[src/hw/rtl/ebzsd_pkg.sv]
// Package for the even-byte ZIP stream decrypt unit: types, key constants, CRC helpers.
package ebzsd_pkg;

    localparam logic [31:0] KEY0_INIT = 32'h12345678;
    localparam logic [31:0] KEY1_INIT = 32'h23456789;
    localparam logic [31:0] KEY2_INIT = 32'h34567890;
    localparam logic [31:0] CRC_POLY  = 32'hEDB88320;
    localparam logic [31:0] KEY1_MULT = 32'h08088405;
    localparam logic [15:0] PAD_MASK  = 16'hFFFD;
    localparam logic [15:0] PAD_SET   = 16'h0002;

    localparam int SEED_LEN = 20;
    localparam logic [7:0] SEED_PHRASE [SEED_LEN] = '{
        8'h6F, 8'h66, 8'h4F, 8'h31, 8'h61, 8'h30, 8'h75, 8'h65, 8'h58, 8'h41,
        8'h3F, 8'h20, 8'h5B, 8'hFF, 8'h73, 8'h20, 8'h68, 8'h20, 8'h25, 8'h3F
    };

    // One reflected CRC-32 byte step
    function automatic logic [31:0] crc_byte(input logic [31:0] acc, input logic [7:0] data);
        logic [31:0] c;
        c = {24'h0, acc[7:0] ^ data};
        for (int k = 0; k < 8; k++)
        begin
            c = c[0] ? (CRC_POLY ^ (c >> 1)) : (c >> 1);
        end
        return c ^ (acc >> 8);
    endfunction

    // Seed the keys with the fixed password; evaluated at elaboration only
    function automatic logic [95:0] seeded_keys();
        logic [31:0] k0;
        logic [31:0] k1;
        logic [31:0] k2;
        k0 = KEY0_INIT;
        k1 = KEY1_INIT;
        k2 = KEY2_INIT;
        for (int i = 0; i < SEED_LEN; i++)
        begin
            k0 = crc_byte(k0, SEED_PHRASE[i]);
            k1 = KEY1_MULT * (k1 + {24'h0, k0[7:0]}) + 32'd1;
            k2 = crc_byte(k2, k1[31:24]);
        end
        return {k0, k1, k2};
    endfunction

    localparam logic [95:0] SEED_KEYS = seeded_keys();
    localparam logic [31:0] KEY0_SEED = SEED_KEYS[95:64];
    localparam logic [31:0] KEY1_SEED = SEED_KEYS[63:32];
    localparam logic [31:0] KEY2_SEED = SEED_KEYS[31:0];

    typedef enum logic [2:0] {
        ST_IDLE,
        ST_PAD,
        ST_KEY0,
        ST_KEY1,
        ST_KEY2,
        ST_DONE
    } state_t;

    typedef struct packed {
        logic load_in;
        logic calc_pad;
        logic upd_key0;
        logic upd_key1;
        logic upd_key2;
        logic finish;
    } cmd_t;

    typedef struct packed {
        logic odd;
        logic out_free;
    } status_t;

endpackage

[src/hw/rtl/ebzsd_ctrl.sv]
// Controller state machine sequencing pad generation and key updates.
module ebzsd_ctrl
    import ebzsd_pkg::*;
(
    input  logic    clk,
    input  logic    rst_n,
    input  logic    in_valid,
    output logic    in_ready,
    input  status_t status,
    output cmd_t    cmd,
    output state_t  state
);

    state_t state_reg;
    state_t state_next;

    // Hold current state
    always_ff @(posedge clk or negedge rst_n)
    begin
        if (!rst_n)
        begin
            state_reg <= ST_IDLE;
        end
        else
        begin
            state_reg <= state_next;
        end
    end

    // Advance through the even-byte steps; odd bytes go straight to done
    always_comb
    begin
        state_next = state_reg;
        unique case (state_reg)
            ST_IDLE:
            begin
                if (in_valid)
                begin
                    state_next = status.odd ? ST_DONE : ST_PAD;
                end
            end
            ST_PAD:  state_next = ST_KEY0;
            ST_KEY0: state_next = ST_KEY1;
            ST_KEY1: state_next = ST_KEY2;
            ST_KEY2: state_next = ST_DONE;
            ST_DONE:
            begin
                if (status.out_free)
                begin
                    state_next = ST_IDLE;
                end
            end
            default: state_next = ST_IDLE;
        endcase
    end

    // Drive datapath commands
    always_comb
    begin
        cmd      = '0;
        in_ready = 1'b0;
        unique case (state_reg)
            ST_IDLE:
            begin
                in_ready    = 1'b1;
                cmd.load_in = in_valid;
            end
            ST_PAD:  cmd.calc_pad = 1'b1;
            ST_KEY0: cmd.upd_key0 = 1'b1;
            ST_KEY1: cmd.upd_key1 = 1'b1;
            ST_KEY2: cmd.upd_key2 = 1'b1;
            ST_DONE: cmd.finish   = status.out_free;
            default: cmd = '0;
        endcase
    end

    assign state = state_reg;

endmodule

[src/hw/rtl/ebzsd_datapath.sv]
// Datapath: cipher keys, parity, pad multiply, CRC steps and output register.
module ebzsd_datapath
    import ebzsd_pkg::*;
(
    input  logic       clk,
    input  logic       rst_n,
    input  cmd_t       cmd,
    output status_t    status,
    input  logic [7:0] cipher_byte,
    input  logic       last_byte,
    output logic [7:0] plain_byte,
    output logic       last,
    output logic       out_valid,
    input  logic       out_ready
);

    logic [31:0] key0_reg;
    logic [31:0] key1_reg;
    logic [31:0] key2_reg;
    logic        odd_reg;
    logic        out_valid_reg;
    logic [7:0]  byte_reg;
    logic        last_in_reg;
    logic [7:0]  plain_reg;
    logic [31:0] sum_reg;
    logic [7:0]  plain_out_reg;
    logic        last_out_reg;

    logic [15:0] pad_v;
    logic [31:0] pad_prod;
    logic [31:0] key0_next;
    logic [31:0] key1_next;
    logic [31:0] key2_next;
    logic        out_free;

    // Pad from key two
    assign pad_v    = (key2_reg[15:0] & PAD_MASK) | PAD_SET;
    assign pad_prod = {16'h0, pad_v} * {16'h0, pad_v ^ 16'h0001};

    // Key update steps
    assign key0_next = crc_byte(key0_reg, plain_reg);
    assign key1_next = KEY1_MULT * sum_reg + 32'd1;
    assign key2_next = crc_byte(key2_reg, key1_reg[31:24]);

    assign out_free = !out_valid_reg || out_ready;

    // Keys, parity and output valid
    always_ff @(posedge clk or negedge rst_n)
    begin
        if (!rst_n)
        begin
            key0_reg      <= KEY0_SEED;
            key1_reg      <= KEY1_SEED;
            key2_reg      <= KEY2_SEED;
            odd_reg       <= 1'b0;
            out_valid_reg <= 1'b0;
        end
        else
        begin
            if (cmd.upd_key0)
            begin
                key0_reg <= key0_next;
            end
            if (cmd.upd_key1)
            begin
                key1_reg <= key1_next;
            end
            if (cmd.upd_key2)
            begin
                key2_reg <= key2_next;
            end
            if (cmd.finish)
            begin
                out_valid_reg <= 1'b1;
                if (last_in_reg)
                begin
                    // Reseed at end of buffer
                    key0_reg <= KEY0_SEED;
                    key1_reg <= KEY1_SEED;
                    key2_reg <= KEY2_SEED;
                    odd_reg  <= 1'b0;
                end
                else
                begin
                    odd_reg <= !odd_reg;
                end
            end
            else if (out_ready)
            begin
                out_valid_reg <= 1'b0;
            end
        end
    end

    // Payload registers
    always_ff @(posedge clk)
    begin
        if (cmd.load_in)
        begin
            byte_reg    <= cipher_byte;
            last_in_reg <= last_byte;
        end
        if (cmd.calc_pad)
        begin
            plain_reg <= byte_reg ^ pad_prod[15:8];
        end
        if (cmd.upd_key0)
        begin
            sum_reg <= key1_reg + {24'h0, key0_next[7:0]};
        end
        if (cmd.finish)
        begin
            plain_out_reg <= odd_reg ? byte_reg : plain_reg;
            last_out_reg  <= last_in_reg;
        end
    end

    assign status.odd      = odd_reg;
    assign status.out_free = out_free;
    assign plain_byte      = plain_out_reg;
    assign last            = last_out_reg;
    assign out_valid       = out_valid_reg;

endmodule

[src/hw/rtl/even_byte_zip_stream_decrypt_unit.sv]
// Top level of the even-byte ZIP stream decrypt unit.
// Odd-position bytes go from accept through the done state to out_valid; even-position bytes
// first pass through the pad, key-zero, key-one and key-two states. One transaction at a time,
// with the pad multiply, the key-one multiply and the two CRC steps run in sequence.
// The output register lets the next transaction enter while a result waits.
// Reset (rst_n low, asynchronous) loads the password-seeded keys and clears parity.
module even_byte_zip_stream_decrypt_unit
    import ebzsd_pkg::*;
(
    input  logic       clk,
    input  logic       rst_n,
    input  logic [7:0] cipher_byte,
    input  logic       last_byte,
    input  logic       in_valid,
    output logic       in_ready,
    output logic [7:0] plain_byte,
    output logic       last,
    output logic       out_valid,
    input  logic       out_ready
);

    cmd_t    cmd;
    status_t status;
    state_t  state;

    ebzsd_ctrl u_ctrl (
        .clk      (clk),
        .rst_n    (rst_n),
        .in_valid (in_valid),
        .in_ready (in_ready),
        .status   (status),
        .cmd      (cmd),
        .state    (state)
    );

    ebzsd_datapath u_datapath (
        .clk         (clk),
        .rst_n       (rst_n),
        .cmd         (cmd),
        .status      (status),
        .cipher_byte (cipher_byte),
        .last_byte   (last_byte),
        .plain_byte  (plain_byte),
        .last        (last),
        .out_valid   (out_valid),
        .out_ready   (out_ready)
    );

    // One transaction in flight: no accept right after an accept
    assert property (@(posedge clk) disable iff (!rst_n)
        (in_valid && in_ready) |=> !in_ready)
        else $error("input accepted while a transaction is in flight");

    // Never overwrite an unread result
    assert property (@(posedge clk) disable iff (!rst_n)
        cmd.finish |-> (!out_valid || out_ready))
        else $error("result loaded over a pending output");

    // Even-position bytes go through the pad step
    assert property (@(posedge clk) disable iff (!rst_n)
        (in_valid && in_ready && !status.odd) |=> (state == ST_PAD))
        else $error("even byte skipped pad generation");

endmodule
[config.mk]
export PLATFORM = sky130hd
export DESIGN_NAME = even_byte_zip_stream_decrypt_unit
export DESIGN_NICKNAME = d
export VERILOG_FILES = /design/src/hw/rtl/ebzsd_pkg.sv /design/src/hw/rtl/ebzsd_ctrl.sv /design/src/hw/rtl/ebzsd_datapath.sv /design/src/hw/rtl/even_byte_zip_stream_decrypt_unit.sv
export SDC_FILE = /design/constraint.sdc
export NUM_CORES = 1
export LEC_CHECK = 0
export BUFFER_PORTS_ARGS = -buffer_cell sky130_fd_sc_hd__buf_2
export CAP_MARGIN = 20
export CORE_MARGIN = 3
export CORE_UTILIZATION = 27
export CTS_CLUSTER_DIAMETER = 150
export CTS_CLUSTER_SIZE = 10
export DETAILED_ROUTE_END_ITERATION = 16
export PLACE_DENSITY = 0.52
export SLEW_MARGIN = 0
export SYNTH_ARGS = -nofsm -noshare
export SYNTH_HDL_FRONTEND = slang
export SYNTH_SLANG_ARGS = --single-unit
[constraint.sdc]
create_clock -name clk -period 6.15 [get_ports clk]
set_input_delay 0.3075 -clock clk [delete_from_list [all_inputs] [get_ports clk]]
set_output_delay 0.3075 -clock clk [all_outputs]
set_load 0.02 [all_outputs]
==> After elaboration in Yosys (flattened, before gate mapping) <==
Index checks and enable logic that the tools add are counted.
{ "classes": {"mux": 40, "order_cmp": 0, "bitwise": 22, "add_sub_neg": 2, "n_mul": 2, "shifts": 0, "n_div": 0, "n_reduce_logical": 6, "eq_ne": 7} }
{ "ops": {"columns": ["operator", "n"], "rows": [
  ["$mux W32", 25],
  ["$not A13 Y14", 14],
  ["$xor A32 B24 Y32", 2],
  ["$add A32 B1 Y32 const B", 1],
  ["$add A32 B8 Y32", 1],
  ["$mul A28 B32 Y32 const A", 1],
  ["$not A1 Y14", 2],
  ["$xor A8 B8 Y8", 3],
  ["$pmux W3 S6", 1],
  ["$mul A16 B16 Y16", 1],
  ["$mux W1", 10],
  ["$mux W3", 3],
  ["$mux W8", 1],
  ["$eq A3 B2 Y1 const B", 2],
  ["$eq A3 B3 Y1 const B", 2],
  ["$eq A3 B1 Y1 const B", 1],
  ["$logic_not A3 Y1", 1],
  ["$logic_not A1 Y1", 2],
  ["$ne A2 B1 Y1 const B", 1],
  ["$ne A2 B2 Y1 const B", 1],
  ["$reduce_and A2 Y1", 1],
  ["$reduce_bool A2 Y1", 1],
  ["$logic_or A1 B1 Y1", 1],
  ["$not A1 Y1", 1]
]} }
{ "totals": {"out_inout_bits": 11, "romBits": 0, "register_bits": 159, "memories": 0, "inputBits": 13, "latch_bits": 0, "mem_bits_rw": 0, "wordCells": 91} }

==> Depth between registers and ports, before layout <==
Gate-level depths: netlist of the first run.
{ "logic_depth": {"ltp_word": 21, "mapped_depth": 23, "depth_no_buf": 21} }

==> Cells and area by module <==
Synthesis of the first run repeated with hierarchy kept, for this count alone.
{ "hier_totals": {"hier_cells": 1535, "area_unflattened_um2": 15382.3} }
{ "by_module_without_submodules": {"columns": ["mod", "cells_each", "instances", "seq_area_each_um2", "area_per_inst_um2"], "rows": [
  ["ebzsd_datapath", 1512, 1, 4254.1, 15163.3],
  ["ebzsd_ctrl", 23, 1, 75.1, 219.0]
]} }

==> Worst setup path after synthesis of the first run <==
Ideal clock, no wire load.
{ "synth_path": {"path_kind": "reg-to-reg", "start": "register u_datapath.key2_reg[0]", "end": "register u_datapath.plain_reg[7], data pin", "stages_incl_launch_ff": 23, "path_slack_ps": 271, "synth_period_minus_slack_ps": 5879, "t_required_ps": 5890, "arrival_time_ps": 5619, "n_path_buf": 2, "setup_time_ps": 260, "path_cell_list": "dfrtp_1 clkbuf_1 clkbuf_1 and2_1 fa_1 inv_1 fa_1 inv_1 ha_1 fa_1 ha_1 inv_1 fa_1 inv_1 ha_1 and4b_1 a221o_1 a21o_1 a311o_1 a21o_1 a21oi_1 o21ai_1 xnor2_1"} }
{ "synth_between": {"elab_chain_cells": 3} }
{ "synth_rtl": {"columns": ["item", "line_no", "source"], "rows": [
  ["start: declaration", "ebzsd_datapath.sv:19", "logic [31:0] key2_reg;"],
  ["start signal: assignment", "ebzsd_datapath.sv:70", "key2_reg <= key2_next;"],
  ["$not A1 Y1 (no line)", null, null],
  ["$mul A16 B16 Y16 *", "ebzsd_datapath.sv:38", "assign pad_prod = {16'h0, pad_v} * {16'h0, pad_v ^ 16'h0001};"],
  ["$xor A8 B8 Y8 *", "ebzsd_datapath.sv:105", "plain_reg <= byte_reg ^ pad_prod[15:8];"],
  ["end signal: assignment", "ebzsd_datapath.sv:105", null],
  ["end: declaration", "ebzsd_datapath.sv:24", "logic [7:0] plain_reg;"]
]} }
Every way passes the cells marked *; elsewhere a longest branch is shown, timed or not.
A chain may end at the register's enable or synchronous reset.

==> Worst setup path after layout of the first run <==
{ "layout_path": {"start": "register u_datapath.key2_reg[2]", "end": "register u_datapath.plain_reg[7], data pin"} }
{ "layout_between": {"elab_chain_cells": 2} }
{ "layout_rtl": {"columns": ["item", "line_no"], "rows": [
  ["$mul A16 B16 Y16", "ebzsd_datapath.sv:38"],
  ["$xor A8 B8 Y8", "ebzsd_datapath.sv:105"]
]} }
Every way passes these cells.

==> results of run 1 <==
worst register-to-register path, delay by kind of cell, from the launching register on:
family | cells | cell delay (ns)
DFF | 1 | 0.63
xor gates and xnor gates | 1 | 0.13
adders and majority gates | 7 | 2.67
and+or+nand+nor | 2 | 0.34
AOI/OAI and AO/OA | 6 | 1.53
buffers and inverters | 3 | 0.22
logic make-up (layout without fill, tap and decap cells):
kind of cell	after synthesis	in the layout	synth area share
mux	13	13	0.00959
other cells	1	1	0.000252
compound gates	201	201	0.0859
buf+inv	294	326	0.0742
xor+xnor	235	235	0.141
flops	159	159	0.291
simple gates	313	313	0.0957
fa+ha+maj	289	289	0.303
layout by cell type (no fill, tap or decap), drive strengths merged, types with 3 or more instances in the layout:
cell / Yosys / layout
a211oi: 17 / 17
a21o: 9 / 9
a21oi: 71 / 71
a31oi: 4 / 4
and2: 16 / 16
and3: 12 / 12
buf: 5 / 47
clkbuf: 43 / 17
clkinv: 1 / 7
dfrtp: 53 / 53
dfstp: 48 / 48
edfxtp: 58 / 58
fa: 118 / 118
ha: 171 / 171
inv: 245 / 252
mux2: 10 / 10
mux2i: 3 / 3
nand2: 146 / 146
nand2b: 12 / 12
nand3: 24 / 24
nand4: 6 / 6
nor2: 61 / 61
nor2b: 8 / 8
nor3: 9 / 9
nor3b: 5 / 5
nor4b: 3 / 3
o211ai: 37 / 37
o21ai: 31 / 31
o21bai: 6 / 6
or2: 4 / 4
xnor2: 176 / 176
xor2: 59 / 59
stage by stage:
stage | std cells | instance area (um2) | util
2_1_floorplan | 1505 | 14900 | -
3_3_place_gp | 2197 | 15900 | 0.293
3_5_place_dp | 2198 | 15900 | 0.293
4_1_cts | 2231 | 16500 | 0.304
5_1_grt | 2233 | 16500 | 0.305
6_report | 2233 | 16500 | 0.305
layer usage:
metal	GRT usage	routed length (um)	up-vias
met4	0.0197	191	0
met5	0	0	-
li1	-	-	4923
met3	0.0133	782	13
met1	0.179	17200	4909
met2	0.207	16200	99
timing repair:
action,CTS,global route
hold endpoints to repair,24,0
buffers inserted,0,0
hold buffers,1,0
resized for setup,0,1
setup endpoints to repair,0,2
worst paths after layout:
path                                           end  slack (ns)  depth (start not counted)
max                        u_datapath.plain_reg[7]        0.37                         19
min                         u_datapath.byte_reg[6]        0.04                          1
max reg2reg                u_datapath.plain_reg[7]        0.37                         19
min reg2reg                 u_datapath.key1_reg[3]        0.49                          2
max in group asynchronous   u_datapath.key2_reg[9]        4.49                          3
min in group asynchronous   u_datapath.key1_reg[8]        0.42                          2
final cells by class:
class / instances / share of cell area
clock buffer: 17 / 0.0258
clock inverter: 15 / 0.00933
inverter: 246 / 0.0560
multi-input combinational: 1052 / 0.574
sequential: 159 / 0.262
tap: 696 / 0.0528
timing repair buffer: 48 / 0.0202
==> run summary, run 1 <==
status: completed
setup violators final: 0
1st-iter DRT viols: 351
top cells by area, synth: fa_1 16%, ha_1 14%, edfxtp_1 12%, xnor2_1 10%, dfrtp_1 8.9%
Final Hold Viols: 0
PortBufs: 23
fillers: 5542
Syn Nets: 1807
starting density of the core: 0.275
worst slew pin tran: 1.00 ns
die boundary width: 241 um
most frequent cell after synthesis: inv_1
CP Class: flop to flop
Worst Setup Slack, final: 0.366 ns
final WL: 34.4 mm
area delta synth->final: 10.9%
worst hold start: cipher_byte[6]
startpoint types: flop
vias post-DR: 9944
number of synthesized register bits: 159
synth cell count leaders: 245 x inv_1, 171 x ha_1, 171 x xnor2_1
Max-cap violations: 0
crit-path most repeated cell: ha_1
hold crit path type: input pin to flop
Reg area: 4330 um2
Post-synth EDFFs: 58
Setup crit start: u_datapath.key2_reg[2]
sequential area share after synthesis: 0.291
DRT antenna net count: 0
Setup Skew: 0.0154 ns
Multi-input gate area: 9470 um2
Tcrit/Tclk final: 0.940
H-Tree Depth: 4
Critical Path AT: 5.96 ns
GRT Util Overall: 0.125
full die area: 58000 um2
WP buf/inv: 3
Min Hold Slack: 0.0420 ns
Max clock buf depth: 2
Avg WL per Cell: 15.4 um
origin of the critical flop-to-flop path: u_datapath.key2_reg[2]
CP required: 6.33 ns
relative slew slack: 0.327
drt pass-1 iters: 4
main flop type after synthesis: edfxtp_1
slowest CP cell: dfstp_2
first-pass GRT wire length: 57.0 mm
RSZ-0062 raised after global routing: no
CTS root buffer: clkbuf_16
setup TNS: 0 ns
core region area: 54100 um2
final period demand of the worst path: 5.78 ns
vias per inst: 4.45
share of cells above drive strength 1: 0.0995
Detail Placement HPWL: 26.4 mm
f_max: 173 MHz
chip height: 241 um
worst path cell trace: inv_1 > nor2_1 > fa_1 > fa_1 > ha_1 > ha_1 > ha_1 > inv_1 > fa_1 > inv_1 > ha_1 > and4b_1 > a221o_1 > a21o_1 > a311o_1 > a21o_1 > a21oi_2 > o21ai_1 > xnor2_1
pre-CTS setup slack: 0.267 ns
I/O pins: 24
Max Fanout on Critical Path: 8
Mapped Avg Cell Area: 9.89 um2
Yosys cell types: 60
slowest stage delay, CP: 0.63 ns
final slew viol count: 0
ANT cells: 0
CP top delay family: adder cells
Synth top area share: 0.159
Crit. End Element: flop
Worst-Skew Late Latency: 0.43 ns
biggest area consumer among synthesized cells: fa_1
pin count of the biggest net entering global routing: 59
Synth Instances: 1505
total grt overflow: 0
antenna violations before repair: 0
Final nets: 1826
CTS Buf Count: 17
Ys Warns: 0
ys async rst share: 0.635
# rows: 85
# DRC: 0
GPL Wtd Cong: 0.856
Post-Syn Area: 14900 um2
vias in the first global route: 10500
Sink Count: 159
Worst-path clk slew: 0.07 ns
CTS tree: done
Power of run 1 is left out: the tool's default activity adds up to more than one toggle a clock period on the data nets, which glitch-free logic cannot reach.
==> run 2: changes to the inputs <==
--- a/config.mk
+++ b/config.mk
@@ -7,12 +7,14 @@
 export LEC_CHECK = 0
 export BUFFER_PORTS_ARGS = -buffer_cell sky130_fd_sc_hd__buf_2
 export CAP_MARGIN = 20
+export CELL_PAD_IN_SITES_DETAIL_PLACEMENT = 1
+export CELL_PAD_IN_SITES_GLOBAL_PLACEMENT = 2
 export CORE_MARGIN = 3
 export CORE_UTILIZATION = 27
 export CTS_CLUSTER_DIAMETER = 150
 export CTS_CLUSTER_SIZE = 10
 export DETAILED_ROUTE_END_ITERATION = 16
-export PLACE_DENSITY = 0.52
+export PLACE_DENSITY = 0.68
 export SLEW_MARGIN = 0
 export SYNTH_ARGS = -nofsm -noshare
 export SYNTH_HDL_FRONTEND = slang
==> run summary, run 2 (synthesized netlist as in run 1, its figures left out) <==
Critical Path AT: 5.97 ns
Tcrit/Tclk final: 0.938
Worst-Skew Late Latency: 0.45 ns
final WL: 38.8 mm
setup violators final: 0
area delta synth->final: 11.6%
relative slew slack: 0.400
first-pass GRT wire length: 64.1 mm
# DRC: 0
antenna violations before repair: 0
status: completed
Setup crit start: u_datapath.key2_reg[5]
total grt overflow: 0
PortBufs: 23
worst slew pin tran: 0.893 ns
Sink Count: 159
CP required: 6.35 ns
1st-iter DRT viols: 334
Detail Placement HPWL: 30.2 mm
DRT antenna net count: 0
vias in the first global route: 11500
Max-cap violations: 0
setup TNS: 0 ns
H-Tree Depth: 4
I/O pins: 24
chip height: 241 um
vias per inst: 4.56
R2R Setup Slk: 0.38 ns
vias post-DR: 10200
CP Class: flop to flop
CTS tree: done
Setup Skew: 0.0188 ns
Max Fanout on Critical Path: 6
most common cell after layout, fill and taps aside: inv_1
RR Endpoint: u_datapath.plain_reg[7]
starting density of the core: 0.275
CTS Buf Count: 17
Final nets: 1838
commonest non-fill, non-tap cells in the layout: 245 x inv_1, 171 x xnor2_1, 171 x ha_1
share of cells above drive strength 1: 0.101
Crit. End Element: flop
CTS root buffer: clkbuf_16
Worst-path clk slew: 0.08 ns
pin count of the biggest net entering global routing: 59
Avg WL per Cell: 17.3 um
core region area: 54100 um2
f_max: 173 MHz
Setup crit end: u_datapath.plain_reg[7]
full die area: 58000 um2
Reg2Reg Depth: 19
final period demand of the worst path: 5.77 ns
RSZ-0062 raised after global routing: no
die boundary width: 241 um
GPL Wtd Cong: 0.794
# rows: 85
drt pass-1 iters: 4
fillers: 6116
Final Hold Viols: 0
hold crit path type: input pin to flop
startpoint types: flop
final slew viol count: 0
Reg area: 4330 um2
Max clock buf depth: 2
origin of the critical flop-to-flop path: u_datapath.key2_reg[5]
GRT Util Overall: 0.142
Multi-input gate area: 9470 um2
run 2: cell type report:
type / count / share of cell area
Inverter: 246 / 0.0556
Clock inverter: 15 / 0.00957
Clock buffer: 17 / 0.0256
Timing Repair Buffer: 60 / 0.0259
Tap cell: 696 / 0.0524
Sequential cell: 159 / 0.261
Multi-Input combinational cell: 1052 / 0.570
Antenna cell: 1 / 0.000151
run 2: layer usage:
| layer | GRT usage | vias to the layer above | share of wire |
|---|---|---|---|
| li1 | - | 4943 | - |
| met1 | 0.200 | 5183 | 0.49 |
| met2 | 0.238 | 89 | 0.48 |
| met3 | 0.0160 | 19 | 0.024 |
| met4 | 0.0304 | 0 | 0.0096 |
| met5 | 0 | - | 0 |
run 2: how the worst min path moves through the flow:
stage,startpoint,to,slack (ns),cells after the start
floorplan,rst_n,u_ctrl.state[0],0.01,0
global placement,rst_n,u_datapath.key1_reg[10],0.36,1
detailed placement,rst_n,u_datapath.key1_reg[10],0.36,1
CTS,cipher_byte[2],u_datapath.byte_reg[2],0.02,1
global route,cipher_byte[2],u_datapath.byte_reg[2],0.02,1
finish,cipher_byte[2],u_datapath.byte_reg[2],0.04,1
run 2: worst max-delay path, cell delays in order, from the launching register on:
cell	delay [ns]
dfstp_2	0.59
inv_1	0.13
nor2_1	0.18
fa_1	0.49
fa_1	0.49
ha_1	0.30
ha_1	0.30
ha_1	0.27
inv_1	0.05
fa_1	0.52
inv_1	0.04
ha_1	0.29
and4b_1	0.18
a221o_1	0.34
a21o_1	0.22
a311o_1	0.41
a21o_1	0.23
a21oi_2	0.22
o21ai_1	0.12
xnor2_1	0.13
run 2: through the flow:
step	cell area, um2	instances	hold slack (ns)	worst slack, ns	util
2_1_floorplan	14900	1505	0.0119	0.271	-
3_3_place_gp	15900	2203	0.359	0.325	0.294
3_5_place_dp	15900	2204	0.360	0.226	0.294
4_1_cts	16600	2245	0.0162	0.226	0.307
5_1_grt	16600	2245	0.0245	0.0248	0.307
6_report	16600	2246	0.0438	0.382	0.307
run 2: repair_timing:
action | CTS | global route
setup buffers | 0 | 0
setup endpoints to repair | 0 | 2
gates resized for setup | 0 | 1
hold buffers | 9 | 0
hold endpoints to repair | 33 | 0
Power of run 2 is left out for the same reason.
==> run 3: changes to the inputs <==
--- a/config.mk
+++ b/config.mk
@@ -9,6 +9,7 @@
 export CAP_MARGIN = 20
 export CELL_PAD_IN_SITES_DETAIL_PLACEMENT = 1
 export CELL_PAD_IN_SITES_GLOBAL_PLACEMENT = 2
+export CORE_ASPECT_RATIO = 1.2
 export CORE_MARGIN = 3
 export CORE_UTILIZATION = 27
 export CTS_CLUSTER_DIAMETER = 150
==> run summary, run 3 (synthesized netlist as in run 1, its figures left out) <==
setup violators final: 0
I/O pins: 24
Detail Placement HPWL: 30.6 mm
share of cells above drive strength 1: 0.100
PortBufs: 23
R2R Setup Slk: 0.32 ns
antenna violations before repair: 0
total grt overflow: 0
startpoint types: flop
worst path cell trace: inv_1 > fa_1 > fa_1 > inv_1 > ha_1 > fa_1 > ha_1 > inv_1 > fa_1 > inv_1 > ha_1 > and4b_1 > a221o_1 > a21o_1 > a311o_1 > a21o_1 > a21oi_2 > o21ai_1 > xnor2_1
CP Class: flop to flop
GRT Util Overall: 0.142
Tcrit/Tclk final: 0.949
area delta synth->final: 11.1%
GPL Wtd Cong: 0.800
# rows: 93
hold depth: 1
first-pass GRT wire length: 64.5 mm
Reg area: 4330 um2
Max-cap violations: 0
full die area: 58000 um2
Final Hold Viols: 0
DRT antenna net count: 0
Critical Path AT: 6.01 ns
setup TNS: 0 ns
Setup crit start: u_datapath.key2_reg[5]
starting density of the core: 0.275
vias per inst: 4.57
drt pass-1 iters: 5
Max clock buf depth: 2
worst slew pin tran: 0.945 ns
hold crit path type: input pin to flop
commonest non-fill, non-tap cells in the layout: 245 x inv_1, 171 x xnor2_1, 171 x ha_1
core region area: 54100 um2
CTS tree: done
worst hold start: cipher_byte[3]
Crit. End Element: flop
slowest stage delay, CP: 0.59 ns
die boundary width: 220 um
Reg2Reg Depth: 19
final slew viol count: 0
most common cell after layout, fill and taps aside: inv_1
chip height: 263 um
H-Tree Depth: 4
status: completed
origin of the critical flop-to-flop path: u_datapath.key2_reg[5]
Worst-path clk slew: 0.06 ns
# DRC: 0
final WL: 39.0 mm
pin count of the biggest net entering global routing: 53
relative slew slack: 0.366
ANT cells: 0
Worst-Skew Late Latency: 0.45 ns
1st-iter DRT viols: 325
CTS Buf Count: 17
RR Endpoint: u_datapath.plain_reg[7]
Sink Count: 159
Setup Skew: 0.0127 ns
Avg WL per Cell: 17.3 um
RSZ-0062 raised after global routing: no
Final nets: 1832
CP required: 6.33 ns
final period demand of the worst path: 5.83 ns
Max Fanout on Critical Path: 7
CTS root buffer: clkbuf_16
Multi-input gate area: 9470 um2
slowest CP cell: dfstp_2
hold path endpoint: u_datapath.byte_reg[3]
f_max: 171 MHz
vias post-DR: 10300
fillers: 6215
vias in the first global route: 11400
[run 3: cell types whose count changed in the layout (fill, tap and decap cells not counted), sizes merged]
cell	previous run	this run
buf	51	53
bufinv	0	2
clkbuf	17	20
clkinvlp	2	4
diode	1	0
dlygate4sd3	9	1
inv	256	249
[run 3: repair_timing]
| item | CTS | global route |
|---|---|---|
| buffers inserted | 0 | 4 |
| hold endpoints to repair | 29 | 0 |
| endpoints found under the setup margin | 0 | 2 |
| gates resized for setup | 0 | 1 |
| hold buffers | 1 | 0 |
[run 3: metal layers]
layer	routed length (um)	vias to the layer above	track usage
li1	-	4930	-
met1	18000	5285	0.188
met3	560	22	0.0177
met4	388	0	0.0275
met5	0	-	0
met2	20000	59	0.251
[run 3: final cells by class]
| cell class | instances | share of cell area |
|---|---|---|
| clock buffer | 20 | 0.0264 |
| clock inverter | 12 | 0.00817 |
| inverter | 246 | 0.0558 |
| multi-input combinational | 1052 | 0.572 |
| sequential | 159 | 0.262 |
| tap | 712 | 0.0539 |
| timing repair buffer | 54 | 0.0213 |
[run 3: critical path, delay by kind of cell, from the launching register on]
kind	cells	cell delay, ns
AO/OA/AOI/OAI	6	1.53
XOR/XNOR	1	0.13
adder cells (fa/ha/maj)	7	2.82
buffers and inverters	4	0.29
flip-flops	1	0.59
AND/OR/NAND/NOR	1	0.19
[run 3: how the worst max path moves through the flow]
| stage | to | slack (ns) |
|---|---|---|
| finish | u_datapath.plain_reg[7] | 0.32 |
| global route | u_datapath.plain_reg[7] | 0.07 |
| CTS | u_datapath.plain_reg[7] | 0.07 |
| detailed placement | u_datapath.plain_reg[7] | 0.08 |
| global placement | u_datapath.plain_reg[7] | 0.20 |
| floorplan | u_datapath.plain_reg[7] | 0.27 |
[run 3: stage by stage]
stage	util	instance area (um2)	setup WS, ns	std cells	hold slack, ns
5_1_grt	0.306	16500	0.0720	2255	0.00862
6_report	0.306	16500	0.317	2255	0.0375
2_1_floorplan	-	14900	0.271	1505	0.0119
3_5_place_dp	0.294	15900	0.0780	2218	0.399
4_1_cts	0.305	16500	0.0741	2251	0.00939
3_3_place_gp	0.294	15900	0.200	2218	0.399
Power of run 3 is left out for the same reason.
